===== config.mk =====
export PLATFORM = sky130hd
export DESIGN_NAME = lut3d_queue
export DESIGN_NICKNAME = d
export VERILOG_FILES = /design/src/rtl/lut3d_pkg.sv /design/src/rtl/lut3d_queue.sv
export SDC_FILE = /design/constraint.sdc
export NUM_CORES = 1
export LEC_CHECK = 0
export CORE_MARGIN = 2
export CORE_UTILIZATION = 62
export DETAILED_ROUTE_END_ITERATION = 8
export DONT_BUFFER_PORTS = 1
export GPL_TIMING_DRIVEN = 1
export PLACE_DENSITY_LB_ADDON = 0.12
export SLEW_MARGIN = 15
export SYNTH_ARGS = -nofsm -noshare
export SYNTH_HDL_FRONTEND = slang
export SYNTH_SLANG_ARGS = --single-unit

===== constraint.sdc =====
create_clock -name clk -period 11.94 [get_ports clk]
set_clock_uncertainty 0.15 [all_clocks]
set_input_delay 1.791 -clock clk [delete_from_list [all_inputs] [get_ports clk]]
set_output_delay 1.791 -clock clk [all_outputs]
set_load 0.1 [all_outputs]

===== src/rtl/lut3d_pkg.sv =====
// ============================================================================
// lut3d_pkg - shared types and constants for the 3D LUT blend unit
// Channel widths, configuration layout, queue word format and the
// rounded linear mix used by every interpolation and blend step.
// ============================================================================
`default_nettype none

package lut3d_pkg;

  // Field widths.
  localparam int CHAN_W    = 16;
  localparam int NUM_CH    = 3;
  localparam int IDX_W     = 16;
  localparam int SIZE_W    = 6;
  localparam int STR_W     = 17;
  localparam int DOM_W     = 48;
  localparam int Q16_W     = 17;
  localparam int CFG_IDX_W = 3;

  localparam int MAX_LUT_POINTS_DEF = 33;

  // Arithmetic constants.
  localparam logic [Q16_W-1:0]  ONE_Q16      = 17'h10000;
  localparam logic [CHAN_W-1:0] MIN_DENOM    = 16'd7;
  localparam logic [STR_W-1:0]  MIN_STRENGTH = 17'd6;
  localparam logic [SIZE_W-1:0] MIN_POINTS   = 6'd2;

  // Configuration register indexes.
  localparam logic [CFG_IDX_W-1:0] REG_LUT_ENABLE     = 3'd0;
  localparam logic [CFG_IDX_W-1:0] REG_LUT_SIZE       = 3'd1;
  localparam logic [CFG_IDX_W-1:0] REG_BLEND_STRENGTH = 3'd2;
  localparam logic [CFG_IDX_W-1:0] REG_DOMAIN_LOW     = 3'd3;
  localparam logic [CFG_IDX_W-1:0] REG_DOMAIN_HIGH    = 3'd4;

  // Reset values of the configuration registers.
  localparam logic [SIZE_W-1:0] SIZE_RST     = 6'd33;
  localparam logic [STR_W-1:0]  STRENGTH_RST = 17'h10000;
  localparam logic [DOM_W-1:0]  DOM_HIGH_RST = 48'hFFFF_FFFF_FFFF;

  // Request type code for a pixel word.
  localparam logic REQ_PIXEL = 1'b1;

  typedef logic [CHAN_W-1:0] chan_t;
  // Index 0 is red, 1 green, 2 blue, matching the domain register packing.
  typedef chan_t [NUM_CH-1:0] rgb_t;

  typedef struct packed {
    logic                en;
    logic [SIZE_W-1:0]   size;
    logic [STR_W-1:0]    strength;
    logic [DOM_W-1:0]    dom_lo;
    logic [DOM_W-1:0]    dom_hi;
  } cfg_t;

  // Classified word handed from the front to the back.
  typedef struct packed {
    logic              is_pix;
    logic              bypass;
    logic              load_ok;
    logic [IDX_W-1:0]  idx;
    rgb_t              pix;
    rgb_t              num;
    rgb_t              den;
    logic [NUM_CH-1:0] sat;
  } qent_t;

  // Rounded mix: (a*(1-w) + b*w + 0.5) >> 16, written as a + ((b-a)*w + 0.5) >> 16.
  function automatic chan_t mix(input chan_t a, input chan_t b, input logic [Q16_W-1:0] w);
    logic signed [CHAN_W:0]     d;
    logic signed [2*CHAN_W+2:0] p;
    logic [CHAN_W+2:0]          s;
    d = $signed({1'b0, b}) - $signed({1'b0, a});
    p = d * $signed({1'b0, w}) + 35'sd32768;
    s = {3'b000, a} + p[2*CHAN_W+2:CHAN_W];
    return s[CHAN_W-1:0];
  endfunction

endpackage

`default_nettype wire


===== src/rtl/lut3d_queue.sv =====
// ============================================================================
// lut3d_queue - two-word queue between front and back
// Lets the front keep taking words while the back stalls, until both entries are full.
// ============================================================================
`default_nettype none

module lut3d_queue (
  input  wire logic             clk,
  input  wire logic             rst_n,
  input  wire logic             push,
  input  wire lut3d_pkg::qent_t push_data,
  output logic                  full,
  input  wire logic             pop,
  output logic                  head_valid,
  output lut3d_pkg::qent_t      head_data
);
  import lut3d_pkg::*;

  localparam int QDEPTH = 2;
  localparam int PTR_W  = $clog2(QDEPTH);
  localparam int CNT_W  = $clog2(QDEPTH + 1);

  qent_t              entry_r [QDEPTH];
  logic [PTR_W-1:0]   wr_ptr_r;
  logic [PTR_W-1:0]   rd_ptr_r;
  logic [CNT_W-1:0]   cnt_r;

  // Pointers and fill count.
  always_ff @(posedge clk) begin
    if (!rst_n) begin
      wr_ptr_r <= '0;
      rd_ptr_r <= '0;
      cnt_r    <= '0;
    end else begin
      if (push) begin
        wr_ptr_r <= wr_ptr_r + 1'b1;
      end
      if (pop) begin
        rd_ptr_r <= rd_ptr_r + 1'b1;
      end
      cnt_r <= cnt_r + CNT_W'(push) - CNT_W'(pop);
    end
  end

  // Storage.
  always_ff @(posedge clk) begin
    if (push) begin
      entry_r[wr_ptr_r] <= push_data;
    end
  end

  assign full       = (cnt_r == CNT_W'(QDEPTH));
  assign head_valid = (cnt_r != '0);
  assign head_data  = entry_r[rd_ptr_r];

endmodule

`default_nettype wire


=== Yosys cells after proc, flatten, opt, wreduce, memory -nomap -nowiden ===
Memory sizes are Yosys's and may differ from the RTL's. A register that Yosys moved wholly into a read port is not among the register bits.
Index checks and enable logic that the tools add are counted.

* Word-level logic and storage cells: 14
* Register bits: 4
* Memories kept: 1
* RAM bits: 332
* Input bits: 170

{| class="wikitable"
|+ Memory list
! memory !! words !! bits a word !! read ports !! clocked after Yosys merged registers in !! wr ports !! line !! RTL
|-
| entry_r || 2 || 166 || 1 || 1 || 1 || lut3d_queue.sv:23 || <nowiki>qent_t entry_r [QDEPTH];</nowiki>
|}

* Add/sub/neg operators: 4
* Multiplexer cells: 4
* Eq/ne operators: 1
* Reduce and logical (&&, ||, !) cells: 1

{| class="wikitable"
|+ Operator list
! operator !! number
|-
| $mux W1 || 4
|-
| $add A1 B1 Y1 const B || 2
|-
| $add A2 B1 Y2 || 1
|-
| $eq A2 B2 Y1 const B || 1
|-
| $reduce_bool A2 Y1 || 1
|-
| $sub A2 B1 Y2 || 1
|}

=== Depth between registers and ports, before layout ===
* Depth after elaboration: 3
* Gate-level depth with buffers: 6

=== Worst setup path before layout ===
Ideal clock, no wire load.

* Path kind: input to register
* From: input port push
* To: memory entry_r[0][0] (netlist name) (enable)
* Data arrival time: 8.993 ns
* Slack: 2.083 ns
* Stages: 1
* Setup time: 0.714 ns
* Cell sequence: nor2b_1

* Word-level cells in the longest chain between the ends: 2

{| class="wikitable"
|+ RTL lines
! element !! line !! RTL
|-
| start: declaration || lut3d_queue.sv:10 || <nowiki>input wire logic push,</nowiki>
|-
| $mux W1 || lut3d_queue.sv:47 || <nowiki>if (push) begin</nowiki>
|-
| $mux W1 (implied by the code) || lut3d_queue.sv:48 || <nowiki>entry_r[wr_ptr_r] <= push_data;</nowiki>
|-
| end: declaration || lut3d_queue.sv:23 ||
|}

Every way passes these cells.

==> flow_summary.toml <==
[clocking]
cts-root-buf = "clkbuf_16"
cts_sinks = 337
clkSlewWorstSetupHoldPaths_ns = 0.06
clk_path_buf_depth = 3
cts_tree = "yes"
hold_buffers = 0
clk_latency_ns = 0.49
cts_resized = 0
cts_max_level = 2
numCtsBuffers = 34
post_cts_buffers = 0

[setup_path]
worstPathRequired_ns = 10.00
r2r_setup_slack_ns = 9.45
crit_path_end_kind = "output pin"
crit_fanout = 71
slowest_stage = "buf_4"
arrival_ns = 2.75
crit_path_start_kind = "register"
slowest_delay_ns = 0.79
r2r_cells = 3
critPathKind = "reg -> out"
crit_path_cell_trace = "buf_4, mux2_2"

[logic_synthesis]
synth_cells = 537
syn-mean-instance-area_um2 = 22.7
yosysWarnings = 0
syn_nets = 709
seq_area_frac_synth_pct = 82.5
netlist-cell-type-count = 14
yosysTopAreaCellShare_pct = 81.6
synth_area_leader_cell = "edfxtp_1"
ys_ff_latch = 337
synth_area_um2 = 12200
ys_top_cells_by_area = "edfxtp_1 (82%), mux2_2 (15%), dfxtp_1 (0.82%)"

[run]
cap_violations = 0

[power]
power_density_nw_per_um2 = 219
peakVddDrop_uv = 193
cellLeakagePower_nw = 4.40

[floorplan]
die_y_um = 144
core_area_um2 = 19400
die_w_um = 144
die_area_um2 = 20800
num_rows = 51
start_util_pct = 63.0
io_pins = 338

[run_status]
outcome = "finished clean"

[grt]
grt_pass1_wl_um = 29900
grt_overflow = 0
grt_antenna_before_repair = 0
groute.usage.overall_pct = 20.0
grt_pass1_vias = 5216
grt_start_max_net_pins = 75

[finish]
n_antenna_cell = 0
multiInputGateArea_um2 = 2000
nets = 734
drive_above_1_share_pct = 37.5
fin_util_pct = 69.8
ff_latch_area_um2 = 10100
synthToLayoutAreaGrowth_pct = 10.8
finalNonFillerCells = 852
fill_cells = 1236

[routing]
ant_nets = 0
vias_per_cell = 5.79
dr.pass1.iters = 4
wirelength_um = 21800
num_vias = 4934
wl_per_cell_um = 25.5
drc = 0
dr.first_iter.drc_count = 277

[sta]
slew_headroom_pct = 26.0
finalSetupTns_ns = 0
fin_ws_ns = 7.25
hold_viol = 0
period_needed_ns = 4.69
timing.final.crit_share_pct = 39.3
whs_ns = 0.423
fmax_mhz = 213
worst_pin_slew_ns = 1.11
maxSlewViolCount = 0
grt_setup_unrepaired = "false"
setup_viol = 0

[place]
pre_cts_slack_ns = 7.73
dp.cells = 791
gp_congestion = 0.750
io_buffer_count = 0
dp_hpwl_um = 14300

[min_path]
holdPathStages = 2
hp-class = "reg -> reg"
[per-stage QoR]
step | power, mW | area (um2)
after floorplan | 1.98 | 12200
after global placement | 2.00 | 12500
after detailed placement | 2.01 | 12500
after CTS | 2.99 | 13500
after global routing | 3.06 | 13500
final | 2.97 | 13500
[per-layer routing]
layer	track usage [%]	wire (um)	vias to the layer above	share of wire, %
li1	-	-	2182	-
met1	19.0	6610	2428	30
met2	34.4	11100	263	51
met3	12.0	3220	61	15
met4	8.94	837	0	3.8
met5	0	0	-	0
[worst max-delay path, delay by kind of cell, from the launching register on]
family / cells / cell delay (ns)
flops: 1 / 0.69
buf+inv: 1 / 0.79
mux: 1 / 0.69
[path summary, 6_finish.rpt]
check	from	endpoint
hold / removal	rd_ptr_r$_SDFFE_PN0P_	register
setup / recovery	register	head_data[41]
hold reg to reg	rd_ptr_r$_SDFFE_PN0P_	register
setup reg to reg	wr_ptr_r$_SDFFE_PN0P_	entry_r[0][25]$_DFFE_PP_
[cells in the final DEF, fill, tap and decap left out, types with 2 or more instances in the layout]
master and count:
clkinv_2 2, dfxtp_1 4, buf_4 6, clkbuf_16 37
nor2b_1 2, ha_1 2, mux2_2 166, clkinv_1 8
clkbuf_1 11, edfxtp_1 332, and2_1 3, inv_1 2
[power by group]
group	switching [mW]	total [mW]	internal, mW	leakage [nW]
registers	0.0188	1.39	1.37	3.16
clock network	0.399	0.985	0.586	0.508
logic	0.520	0.592	0.0720	0.734
[Yosys cell counts]
library cell and number:
inv_1 2, o21a_1 1, buf_2 2, ha_1 2
xor2_1 1, xnor3_1 1, dfxtp_1 5, and2_1 4
buf_6 4, or2_2 1, edfxtp_1 332, mux2_2 166
buf_4 12, nor2b_1 4
[final cells by class]
class / instances / share of cell area [%]
Clock buffer: 48 / 7.15
Clock inverter: 13 / 0.638
Inverter: 2 / 0.0555
Multi-Input combinational cell: 180 / 14.8
Sequential cell: 337 / 74.4
Tap cell: 265 / 2.45
Timing Repair Buffer: 7 / 0.481
[cell families (layout without fill, tap and decap cells)]
group | Yosys count | in the layout | share of synthesized area, %
buffers and inverters | 20 | 70 | 1.25
adders and majority gates | 2 | 2 | 0.205
xor gates and xnor gates | 2 | 2 | 0.256
AOI/OAI and AO/OA | 1 | 1 | 0.0615
DFF | 337 | 337 | 82.5
muxes | 166 | 166 | 15.3
and+or+nand+nor | 9 | 9 | 0.461
[state kept, by name, indices dropped and copies added, names as in the netlist, named ones only]
register  count
cnt_r         2
entry_r     332
rd_ptr_r      1
wr_ptr_r      1
Power figures use the tool's default switching activity.
