**config.mk**
```make
export PLATFORM = sky130hd
export DESIGN_NAME = lut3d_front
export DESIGN_NICKNAME = d
export VERILOG_FILES = /design/src/rtl/lut3d_pkg.sv /design/src/rtl/lut3d_front.sv
export SDC_FILE = /design/constraint.sdc
export NUM_CORES = 1
export LEC_CHECK = 0
export BUFFER_PORTS_ARGS = -buffer_cell sky130_fd_sc_hd__buf_2
export CAP_MARGIN = 20
export CORE_AREA = 5 5 134 136
export DETAILED_ROUTE_END_ITERATION = 7
export DIE_AREA = 0 0 139 141
export PLACE_DENSITY = 0.79
export SYNTH_ARGS = -nofsm -noshare
export SYNTH_HDL_FRONTEND = slang
export SYNTH_SLANG_ARGS = --single-unit
```
**constraint.sdc**
```tcl
create_clock -name vclk -period 4.2
set_input_delay 0.21 -clock vclk [all_inputs]
set_output_delay 0.21 -clock vclk [all_outputs]
set_load 0.02 [all_outputs]
```
**src/rtl/lut3d_pkg.sv**
```systemverilog
// ============================================================================
// lut3d_pkg - shared types and constants for the 3D LUT blend unit
// Channel widths, configuration layout, queue word format and the
// rounded linear mix used by every interpolation and blend step.
// ============================================================================
`default_nettype none

package lut3d_pkg;

  // Field widths.
  localparam int CHAN_W    = 16;
  localparam int NUM_CH    = 3;
  localparam int IDX_W     = 16;
  localparam int SIZE_W    = 6;
  localparam int STR_W     = 17;
  localparam int DOM_W     = 48;
  localparam int Q16_W     = 17;
  localparam int CFG_IDX_W = 3;

  localparam int MAX_LUT_POINTS_DEF = 33;

  // Arithmetic constants.
  localparam logic [Q16_W-1:0]  ONE_Q16      = 17'h10000;
  localparam logic [CHAN_W-1:0] MIN_DENOM    = 16'd7;
  localparam logic [STR_W-1:0]  MIN_STRENGTH = 17'd6;
  localparam logic [SIZE_W-1:0] MIN_POINTS   = 6'd2;

  // Configuration register indexes.
  localparam logic [CFG_IDX_W-1:0] REG_LUT_ENABLE     = 3'd0;
  localparam logic [CFG_IDX_W-1:0] REG_LUT_SIZE       = 3'd1;
  localparam logic [CFG_IDX_W-1:0] REG_BLEND_STRENGTH = 3'd2;
  localparam logic [CFG_IDX_W-1:0] REG_DOMAIN_LOW     = 3'd3;
  localparam logic [CFG_IDX_W-1:0] REG_DOMAIN_HIGH    = 3'd4;

  // Reset values of the configuration registers.
  localparam logic [SIZE_W-1:0] SIZE_RST     = 6'd33;
  localparam logic [STR_W-1:0]  STRENGTH_RST = 17'h10000;
  localparam logic [DOM_W-1:0]  DOM_HIGH_RST = 48'hFFFF_FFFF_FFFF;

  // Request type code for a pixel word.
  localparam logic REQ_PIXEL = 1'b1;

  typedef logic [CHAN_W-1:0] chan_t;
  // Index 0 is red, 1 green, 2 blue, matching the domain register packing.
  typedef chan_t [NUM_CH-1:0] rgb_t;

  typedef struct packed {
    logic                en;
    logic [SIZE_W-1:0]   size;
    logic [STR_W-1:0]    strength;
    logic [DOM_W-1:0]    dom_lo;
    logic [DOM_W-1:0]    dom_hi;
  } cfg_t;

  // Classified word handed from the front to the back.
  typedef struct packed {
    logic              is_pix;
    logic              bypass;
    logic              load_ok;
    logic [IDX_W-1:0]  idx;
    rgb_t              pix;
    rgb_t              num;
    rgb_t              den;
    logic [NUM_CH-1:0] sat;
  } qent_t;

  // Rounded mix: (a*(1-w) + b*w + 0.5) >> 16, written as a + ((b-a)*w + 0.5) >> 16.
  function automatic chan_t mix(input chan_t a, input chan_t b, input logic [Q16_W-1:0] w);
    logic signed [CHAN_W:0]     d;
    logic signed [2*CHAN_W+2:0] p;
    logic [CHAN_W+2:0]          s;
    d = $signed({1'b0, b}) - $signed({1'b0, a});
    p = d * $signed({1'b0, w}) + 35'sd32768;
    s = {3'b000, a} + p[2*CHAN_W+2:CHAN_W];
    return s[CHAN_W-1:0];
  endfunction

endpackage

`default_nettype wire

```
**src/rtl/lut3d_front.sv**
```systemverilog
// ============================================================================
// lut3d_front - word classification and domain normalization setup
// Sorts each incoming word into load, mapped pixel or pass-through pixel and
// prepares the per-channel numerator, denominator and saturation flag.
// ============================================================================
`default_nettype none

module lut3d_front #(
  parameter int MAX_LUT_POINTS = lut3d_pkg::MAX_LUT_POINTS_DEF
) (
  input  wire logic                     in_valid,
  output logic                          in_ready,
  input  wire logic                     in_req_type,
  input  wire logic [lut3d_pkg::IDX_W-1:0]  in_entry_index,
  input  wire logic [lut3d_pkg::CHAN_W-1:0] in_chan_red,
  input  wire logic [lut3d_pkg::CHAN_W-1:0] in_chan_green,
  input  wire logic [lut3d_pkg::CHAN_W-1:0] in_chan_blue,
  input  wire lut3d_pkg::cfg_t          cfg,
  input  wire logic                     q_full,
  output logic                          push,
  output lut3d_pkg::qent_t              push_data
);
  import lut3d_pkg::*;

  localparam int CUBE_DEPTH = MAX_LUT_POINTS * MAX_LUT_POINTS * MAX_LUT_POINTS;

  rgb_t pix;
  rgb_t lo;
  rgb_t hi;
  rgb_t span;

  assign pix = {in_chan_blue, in_chan_green, in_chan_red};
  assign lo  = rgb_t'(cfg.dom_lo);
  assign hi  = rgb_t'(cfg.dom_hi);

  // Per channel: floored denominator, offset from the domain minimum.
  always_comb begin
    push_data.is_pix  = (in_req_type == REQ_PIXEL);
    push_data.bypass  = !cfg.en || (cfg.strength <= MIN_STRENGTH) ||
                        (cfg.size < MIN_POINTS) || (32'(cfg.size) > MAX_LUT_POINTS);
    push_data.load_ok = (32'(in_entry_index) < CUBE_DEPTH);
    push_data.idx     = in_entry_index;
    push_data.pix     = pix;
    for (int ch = 0; ch < NUM_CH; ch++) begin
      span[ch]          = hi[ch] - lo[ch];
      push_data.den[ch] = ((hi[ch] > lo[ch]) && (span[ch] >= MIN_DENOM)) ? span[ch] : MIN_DENOM;
      push_data.num[ch] = (pix[ch] > lo[ch]) ? (pix[ch] - lo[ch]) : '0;
      push_data.sat[ch] = (push_data.num[ch] >= push_data.den[ch]);
    end
  end

  // Take a word whenever the queue has room.
  assign in_ready = !q_full;
  assign push     = in_valid && !q_full;

endmodule

`default_nettype wire

```
# Yosys cells after proc, flatten, opt, wreduce, memory -nomap -nowiden

Cells that the tools add are included.

Bits of input ports: 187
Logic and storage cells: 37
Flip-flop bits (word level): 0

Reductions and logical operators: 9
Order comparisons: 16
Muxes and demuxes: 6
$add $sub $neg: 6

Operator list:

| cell                                                             | count |
|---|---|
| greater-than comparator 16 bit                                   | 6 |
| 2-to-1 mux 16 bit                                                | 6 |
| subtractor 16 bit                                                | 6 |
| >= comparator 16 bit                                             | 3 |
| >= comparator 16 x 3 -> 1 bit (second input constant)            | 3 |
| less-or-equal comparator 17 x 3 -> 1 bit (second input constant) | 1 |
| less-than comparator 16 bit (second input constant)              | 1 |
| greater-than comparator 6 bit (second input constant)            | 1 |
| less-than comparator 6 x 2 -> 1 bit (second input constant)      | 1 |
| logical AND 1 bit                                                | 4 |
| logical OR 1 bit                                                 | 3 |
| logical NOT 1 bit                                                | 2 |

# Longest topological paths before layout

Depth in word-level cells: 5
Depth in mapped cells: 21

# Worst setup path before layout

OpenSTA, ideal clock, no wires.

Path kind: input -> output
Start: input cfg[16] (netlist bit)
End: output push_data[1] (netlist bit)
Slack: -779 ps
Stages on the path: 21
Required time: 3990 ps
Path buffers: 0
Data arrival time: 4769 ps
Cell sequence: inv_1 -> ha_1 -> inv_1 -> fa_1 -> a211oi_1 -> o21bai_1 -> a31oi_4 -> xnor2_1 -> or4_1 -> nor4_1 -> nand4_1 -> o211ai_1 -> ha_1 -> nand2b_1 -> a21o_1 -> a21o_1 -> a21o_1 -> a21o_1 -> a2111oi_0 -> or4_1 -> o211ai_1

RTL lines:

| what        | line              | source |
|---|---|---|
| from (decl) | lut3d_front.sv:18 | `input wire lut3d_pkg::cfg_t cfg,` |
| to (decl)   | lut3d_front.sv:21 | `output lut3d_pkg::qent_t push_data` |

==> impl_metrics.tcl <==
set metrics [dict create \
    cp_max_fo 4 \
    worstSetupStartpointType "input port" \
    synth_cell_types 62 \
    syn_avg_cell_area_um2 7.00 \
    p_sw_frac 0.549 \
    setup_viol 3 \
    post-place-cells 1717 \
    p_comb_frac 1.000 \
    relSlewSlack 0.661 \
    violations "setup timing" \
    grt_pass1_vias 9214 \
    antenna_found_initial 0 \
    path_class "input port to output pin" \
    wl_per_cell_um 16.3 \
    worst_pin_slew_ps 502 \
    layout-drive-gt1-share 0.427 \
    power_frac_seq 0 \
    ys_seq_area_frac 0 \
    grt_setup_unrepaired "yes" \
    p_sw_uw 1210 \
    status "finished with violations" \
    p_clk_frac 0 \
    max-vdd-ir-drop_uv 171 \
    ctsHoldBuffers 0 \
    seq_area_um2 0 \
    fin_tns_setup_ps -1010 \
    fin_crit_ps 4570 \
    clkbuf_count 0 \
    ys_warn_count 0 \
    crit_path_start "cfg[16]" \
    hpwl_um 25000 \
    critPathArrivalTime_ps 4360 \
    dieArea_mm2 0.0196 \
    coreArea_mm2 0.0168 \
    first_iter_violations 506 \
    gp_congestion 0.989 \
    utilization 0.629 \
    syn_to_final_growth_pct 47.9 \
    critPathCaptureType "output pin" \
    hold_path_class "input port to output pin" \
    ios 355 \
    leakagePower_uw 0.00599 \
    crit_required_ps 3990 \
    fillers 1480 \
    nFlopsAndLatches 0 \
    vias 9329 \
    final_cell_count_no_fill 1733 \
    syn_inst 1022 \
    cp-endpoint "push_data[1]" \
    grt_pass1_wl_um 43800 \
    cap_violations 0 \
    drt_wl_total_um 28300 \
    slew_viol_final 0 \
    grt_overflow 0 \
    initial_core_util 0.425 \
    timing.fmax_ghz 0.219 \
    synth_area_mm2 0.00715 \
    syn-num-nets 1359 \
    grt_max_degree 18 \
    nets 1846 \
    io_buffers 352 \
    die-height_um 141 \
    row_count 48 \
    p_per_area_mw_per_mm2 208 \
    p_int_uw 990 \
    ant_nets 0 \
    grt_usage 0.264 \
    total_power_uw 2200 \
    worst_slack_ps -366 \
    vias_per_cell 5.38 \
    drc_errors 0 \
    multi_input_area_mm2 0.00649 \
    fp.dieW_um 139 \
    firstDrtPassIters 5 \
    final_hold_viol_count 0 \
    period_share 1.09 \
]
## cell usage in the layout (no fill, tap or decap), types with 6 or more instances in the layout
master,instances
or4_1,6
xnor2_1,31
ha_1,141
nor3_1,33
a21o_1,43
nand2b_1,30
a2111oi_2,8
a21oi_1,56
buf_4,210
a211oi_1,15
nand3_1,19
o21ai_0,47
a31oi_1,9
o211ai_1,10
or3_1,10
nor4_1,10
buf_2,347
inv_1,108
nor2_1,78
o21a_1,20
and2_1,9
and3_1,8
nor2b_1,18
nand2_1,44
xor2_1,31
nand4_1,19
o31ai_1,7
or2_2,25
nor3b_1,7
## cell families (layout without fill, tap and decap cells)
kind of cell,Yosys count,after routing,synth area share
adder cells (fa/ha/maj),150,150,0.269
other,0,1,0
AO/OA/AOI/OAI,277,277,0.264
buffers and inverters,189,674,0.133
multiplexers,2,2,0.00280
XOR/XNOR,63,63,0.0771
AND/OR/NAND/NOR,341,341,0.253
## per-stage QoR
stage | instance area [um2] | worst slack (ps) | hold slack, ps
after floorplan | 7210 | -400 | 497
after global placement | 10200 | -493 | 420
after detailed placement | 10200 | -596 | 420
after CTS | 10400 | -323 | 420
after global routing | 10600 | -624 | 420
final | 10600 | -366 | 420
## layer usage
metal | part of all wire | wire [um] | track usage | up-vias
met5 | 0 | 0 | 0 | -
met4 | 0.043 | 1210 | 0.100 | 0
met3 | 0.066 | 1870 | 0.0322 | 77
met2 | 0.51 | 14500 | 0.517 | 407
met1 | 0.38 | 10700 | 0.288 | 4224
li1 | - | - | - | 4621
## synth_stat cells, types with 4 or more instances
cell type	number	area, um2
a211oi_1	17	128
o311ai_0	6	52.6
o41ai_1	7	61.3
xor2_1	31	272
or4_1	7	52.6
fa_1	6	120
a21o_1	43	323
or2_2	25	156
nand3_1	19	95.1
a2111oi_0	10	87.6
ha_1	144	1800
nand2_1	44	165
nor3b_1	7	52.6
o21bai_1	7	52.6
a31oi_1	11	68.8
xnor2_1	32	280
o21ai_0	49	245
nand4_1	19	119
and2_1	9	56.3
o21a_1	20	150
or3_1	11	68.8
and4_1	4	35.0
nor2_1	79	297
clkbuf_1	10	37.5
o31ai_1	8	60.1
buf_4	65	488
inv_1	113	424
nor4_1	14	87.6
nor2b_1	18	113
nor3_1	33	165
a21oi_1	59	295
and3_1	8	50.1
nand3b_1	4	30.0
nand2b_1	32	200
o211ai_1	10	75.1
## area by class of cell
| type | instances | share of cell area |
|---|---|---|
| Multi-Input combinational cell | 833 | 0.613 |
| Timing Repair Buffer | 561 | 0.318 |
| Inverter | 113 | 0.0418 |
| Tap cell | 225 | 0.0266 |
| Antenna cell | 1 | 0.000237 |
## power by group through the flow
stage | Sequential, uW | Clock (uW) | Combinational (uW)
3_3_place_gp | 0 | 0 | 2030
5_1_grt | 0 | 0 | 2400
6_report | 0 | 0.0000319 | 2200
3_5_place_dp | 0 | 0 | 2060
2_1_floorplan | 0 | 0 | 1290
4_1_cts | 0 | 0 | 2130
## critical path, stage by stage
cell,delay [ps]
buf_8,110
inv_12,40
ha_4,120
inv_2,30
fa_2,360
a211oi_4,260
o21bai_2,130
a31oi_4,270
xnor2_2,100
or4_4,440
nor4_4,150
nand4_1,160
o211ai_1,290
ha_1,280
nand2b_4,140
a21o_1,150
a21o_1,140
a21o_1,150
a21o_1,170
a2111oi_2,280
or4_1,150
o211ai_1,70
buf_4,170
## worst min path at each step
stage                            from        endpoint  cells after the start
after global placement    in_req_type  push_data[165]                      0
after global routing      in_req_type  push_data[165]                      0
after floorplan                q_full        in_ready                      1
after CTS                 in_req_type  push_data[165]                      0
final                     in_req_type  push_data[165]                      0
after detailed placement  in_req_type  push_data[165]                      0
## repair_timing
| item | in CTS | in global routing |
|---|---|---|
| endpoints found under the hold margin | 0 | 0 |
| cloned | 0 | 0 |
| pin swaps | 34 | 11 |
| resized for setup | 42 | 22 |
| buffers inserted | 10 | 5 |
| endpoints found under the setup margin | 3 | 3 |
No activity file was read; power rests on OpenSTA's default activity.
